File: src/hw/rtl/ufsef_ram.sv
// Generic single-clock RAM: one write port, one registered read port.
`timescale 1ns / 1ps

module ufsef_ram #(
	parameter int WIDTH = 8,
	parameter int DEPTH = 16
) (
	input  logic                     clk,
	input  logic                     we,
	input  logic [$clog2(DEPTH)-1:0] waddr,
	input  logic [WIDTH-1:0]         wdata,
	input  logic                     re,
	input  logic [$clog2(DEPTH)-1:0] raddr,
	output logic [WIDTH-1:0]         rdata
);

	logic [WIDTH-1:0] mem [DEPTH];

	always_ff @(posedge clk) begin
		if (we) begin
			mem[waddr] <= wdata;
		end
		if (re) begin
			rdata <= mem[raddr];
		end
	end

endmodule

File: config.mk
export PLATFORM = sky130hd
export DESIGN_NAME = ufsef_ram
export DESIGN_NICKNAME = d
export VERILOG_FILES = /design/src/hw/rtl/ufsef_ram.sv
export SDC_FILE = /design/constraint.sdc
export NUM_CORES = 1
export LEC_CHECK = 0
export ABC_AREA = 1
export BUFFER_PORTS_ARGS = -buffer_cell sky130_fd_sc_hd__clkbuf_2
export CAP_MARGIN = 20
export CORE_UTILIZATION = 40
export DETAILED_ROUTE_END_ITERATION = 10
export PLACE_DENSITY = 0.59
export SYNTH_ARGS = -nofsm -noshare
export SYNTH_HDL_FRONTEND = slang
export SYNTH_SLANG_ARGS = --single-unit
File: constraint.sdc
create_clock -name clk -period 1.9 [get_ports clk]
set_input_delay 0.095 -clock clk [delete_from_list [all_inputs] [get_ports clk]]
set_output_delay 0.095 -clock clk [all_outputs]
set_load 0.03 [all_outputs]
==> flow_summary.json <==
{
  "dieArea_sq_um": 15100,
  "ir_drop_uv": 598,
  "coreArea_sq_um": 14100,
  "antenna_found_initial": 0,
  "fin_nets": 605,
  "wl_mm": 12.8,
  "yosysWarnings": 0,
  "htree_num_levels": 4,
  "vias": 3760,
  "rows": 43,
  "firstDrtPassIters": 7,
  "hold_violations": 0,
  "cts_buffer_depth": 2,
  "grt_max_degree": 65,
  "dp_hpwl_mm": 8.09,
  "syn_area_per_cell_sq_um": 10.6,
  "numCtsBuffers": 17,
  "yosysSeqAreaShare_pct": 69.8,
  "r2r-start": "mem[3][4]",
  "postCtsSetupBuffers": 0,
  "final-setup-viol-count": 0,
  "cp-end-kind": "register",
  "die_h_um": 123,
  "io_buffers": 26,
  "pwr_density_cell_nw_per_um2": 986,
  "netlist_instances": 551,
  "ys_seq_elements": 136,
  "arrival_ns": 1.50,
  "path_clk_slew_ns": 0.05,
  "ioPinCount": 27,
  "hp-start": "re",
  "clock_latency_ns": 0.41,
  "cp-startpoint": "raddr[1]",
  "drc": 0,
  "die_w_um": 123,
  "grt_pass1_vias": 3671,
  "relSlewSlack_pct": 52.4,
  "synth.distinct_cells": 11,
  "cts_root_buf": "clkbuf_16",
  "whs_path_depth": 1,
  "criticalPathCategory": "in2reg",
  "vias_per_cell": 4.85,
  "max_clock_freq_mhz": 818,
  "startpoint_type": "primary input",
  "outcome": "completed",
  "reg2reg_slack_ns": 0.70,
  "diodes": 0,
  "drt.antenna.violating_nets": 0,
  "cts_resized": 0,
  "grtUsageTotal_pct": 19.3,
  "grt_pass1_wl_mm": 20.5,
  "clock_sinks": 136,
  "grt.overflow.total": 0,
  "hold_class": "in2reg",
  "reg2reg_to": "rdata[4]",
  "final.setup.tns_ns": 0,
  "tightestPinTransition_ns": 0.711,
  "fin_util_pct": 47.1,
  "wl_per_cell_um": 16.6,
  "syn_nets": 570,
  "skew_ns": 0.00635,
  "gp_congestion": 0.804,
  "drive_above_1_share_pct": 10.7,
  "drt_iter0_markers": 439,
  "reg2regPathDepth": 6,
  "post-route-min-period_ns": 1.22,
  "period_share_pct": 64.3,
  "slew_violations": 0,
  "holdPathEnd": "rdata[6]",
  "tritoncts": "yes",
  "area_growth_pct": 13.6,
  "maxCapViolations": 0,
  "p_leak_nw": 2.86,
  "worstPathRequired_ns": 2.18,
  "worstPathMaxFanout": 32,
  "cts-hold-fix-buffers": 0,
  "syn_area_sq_um": 5850,
  "start_util_pct": 41.5,
  "rsz0062_at_grt": "false"
}
final cells by class:
type,instances,area [sq um]
Timing Repair Buffer,40,260
Inverter,102,383
Clock inverter,7,32.5
Clock buffer,22,444
Fill cell,1327,7450
Multi-Input combinational cell,289,1210
Tap cell,180,225
Sequential cell,136,4080
worst max-delay path, stage by stage:
cell and delay [ns]:
clkbuf_2 0.26, inv_2 0.54, nand3_1 0.17, nand3_1 0.15, nand3_1 0.13, nand2_1 0.12
where the power goes:
part	internal (mW)	total, mW	switching [mW]
logic	0.115	0.430	0.315
registers	3.38	3.40	0.0180
clock network	1.62	2.72	1.10
worst max path at each step:
stage	end	slack [ns]
after CTS	rdata[4]	0.70
after global routing	rdata[4]	0.56
final	rdata[4]	0.68
after floorplan	mem[10][0]	0.85
after global placement	rdata[7]	0.32
after detailed placement	rdata[4]	0.25
cells in the mapped netlist, drive strengths merged:
master / instances / area, sq um
nand2: 173 / 649
nand3: 97 / 485
nand3b: 2 / 15.0
buf: 24 / 166
inv: 102 / 383
edfxtp: 136 / 4080
nor2: 17 / 63.8
cells in the final DEF (no fill, tap or decap):
cell type  netlist  final
nor2_1          17     17
buf_12           0      2
edfxtp_1       136    136
buf_4            4     12
clkbuf_16        0     17
inv_2            2      2
inv_1          100    100
clkinv_1         0      2
nand3_1         97     97
clkbuf_2         0     26
clkbuf_1         0      5
nand3b_1         2      2
nand2_1        173    173
clkinv_2         0      5
state kept, by name, summed over array words and instances (netlist names):
| signal | cells |
|---|---|
| rdata | 8 |
| mem | 128 |
through the flow:
stage / worst slack (ns) / cell area, sq um / cells / hold slack (ns) / power (mW)
finish: 0.678 / 6640 / 776 / 0.0947 / 6.55
global route: 0.557 / 6640 / 776 / 0.0860 / 6.79
CTS: 0.699 / 6640 / 776 / 0.0730 / 6.62
detailed placement: 0.254 / 6170 / 747 / 0.516 / 3.90
global placement: 0.322 / 6170 / 747 / 0.490 / 3.89
floorplan: 0.854 / 5850 / 551 / 0.194 / 3.72
cells by family (layout without fill, tap and decap cells):
kind of cell,Yosys count,after routing,share of synthesized area (%)
buffers and inverters,126,171,9.39
DFF,136,136,69.8
and+or+nand+nor,289,289,20.8
routing by layer:
metal	vias up	wire (um)	share of wire (%)	track usage (%)
met4	0	227	1.8	7.24
met2	125	5860	46	28.7
met5	-	0	0	0
li1	1847	-	-	-
met1	1772	6030	47	26.9
met3	16	731	5.7	5.40
No activity file was read; power rests on OpenSTA's default activity.
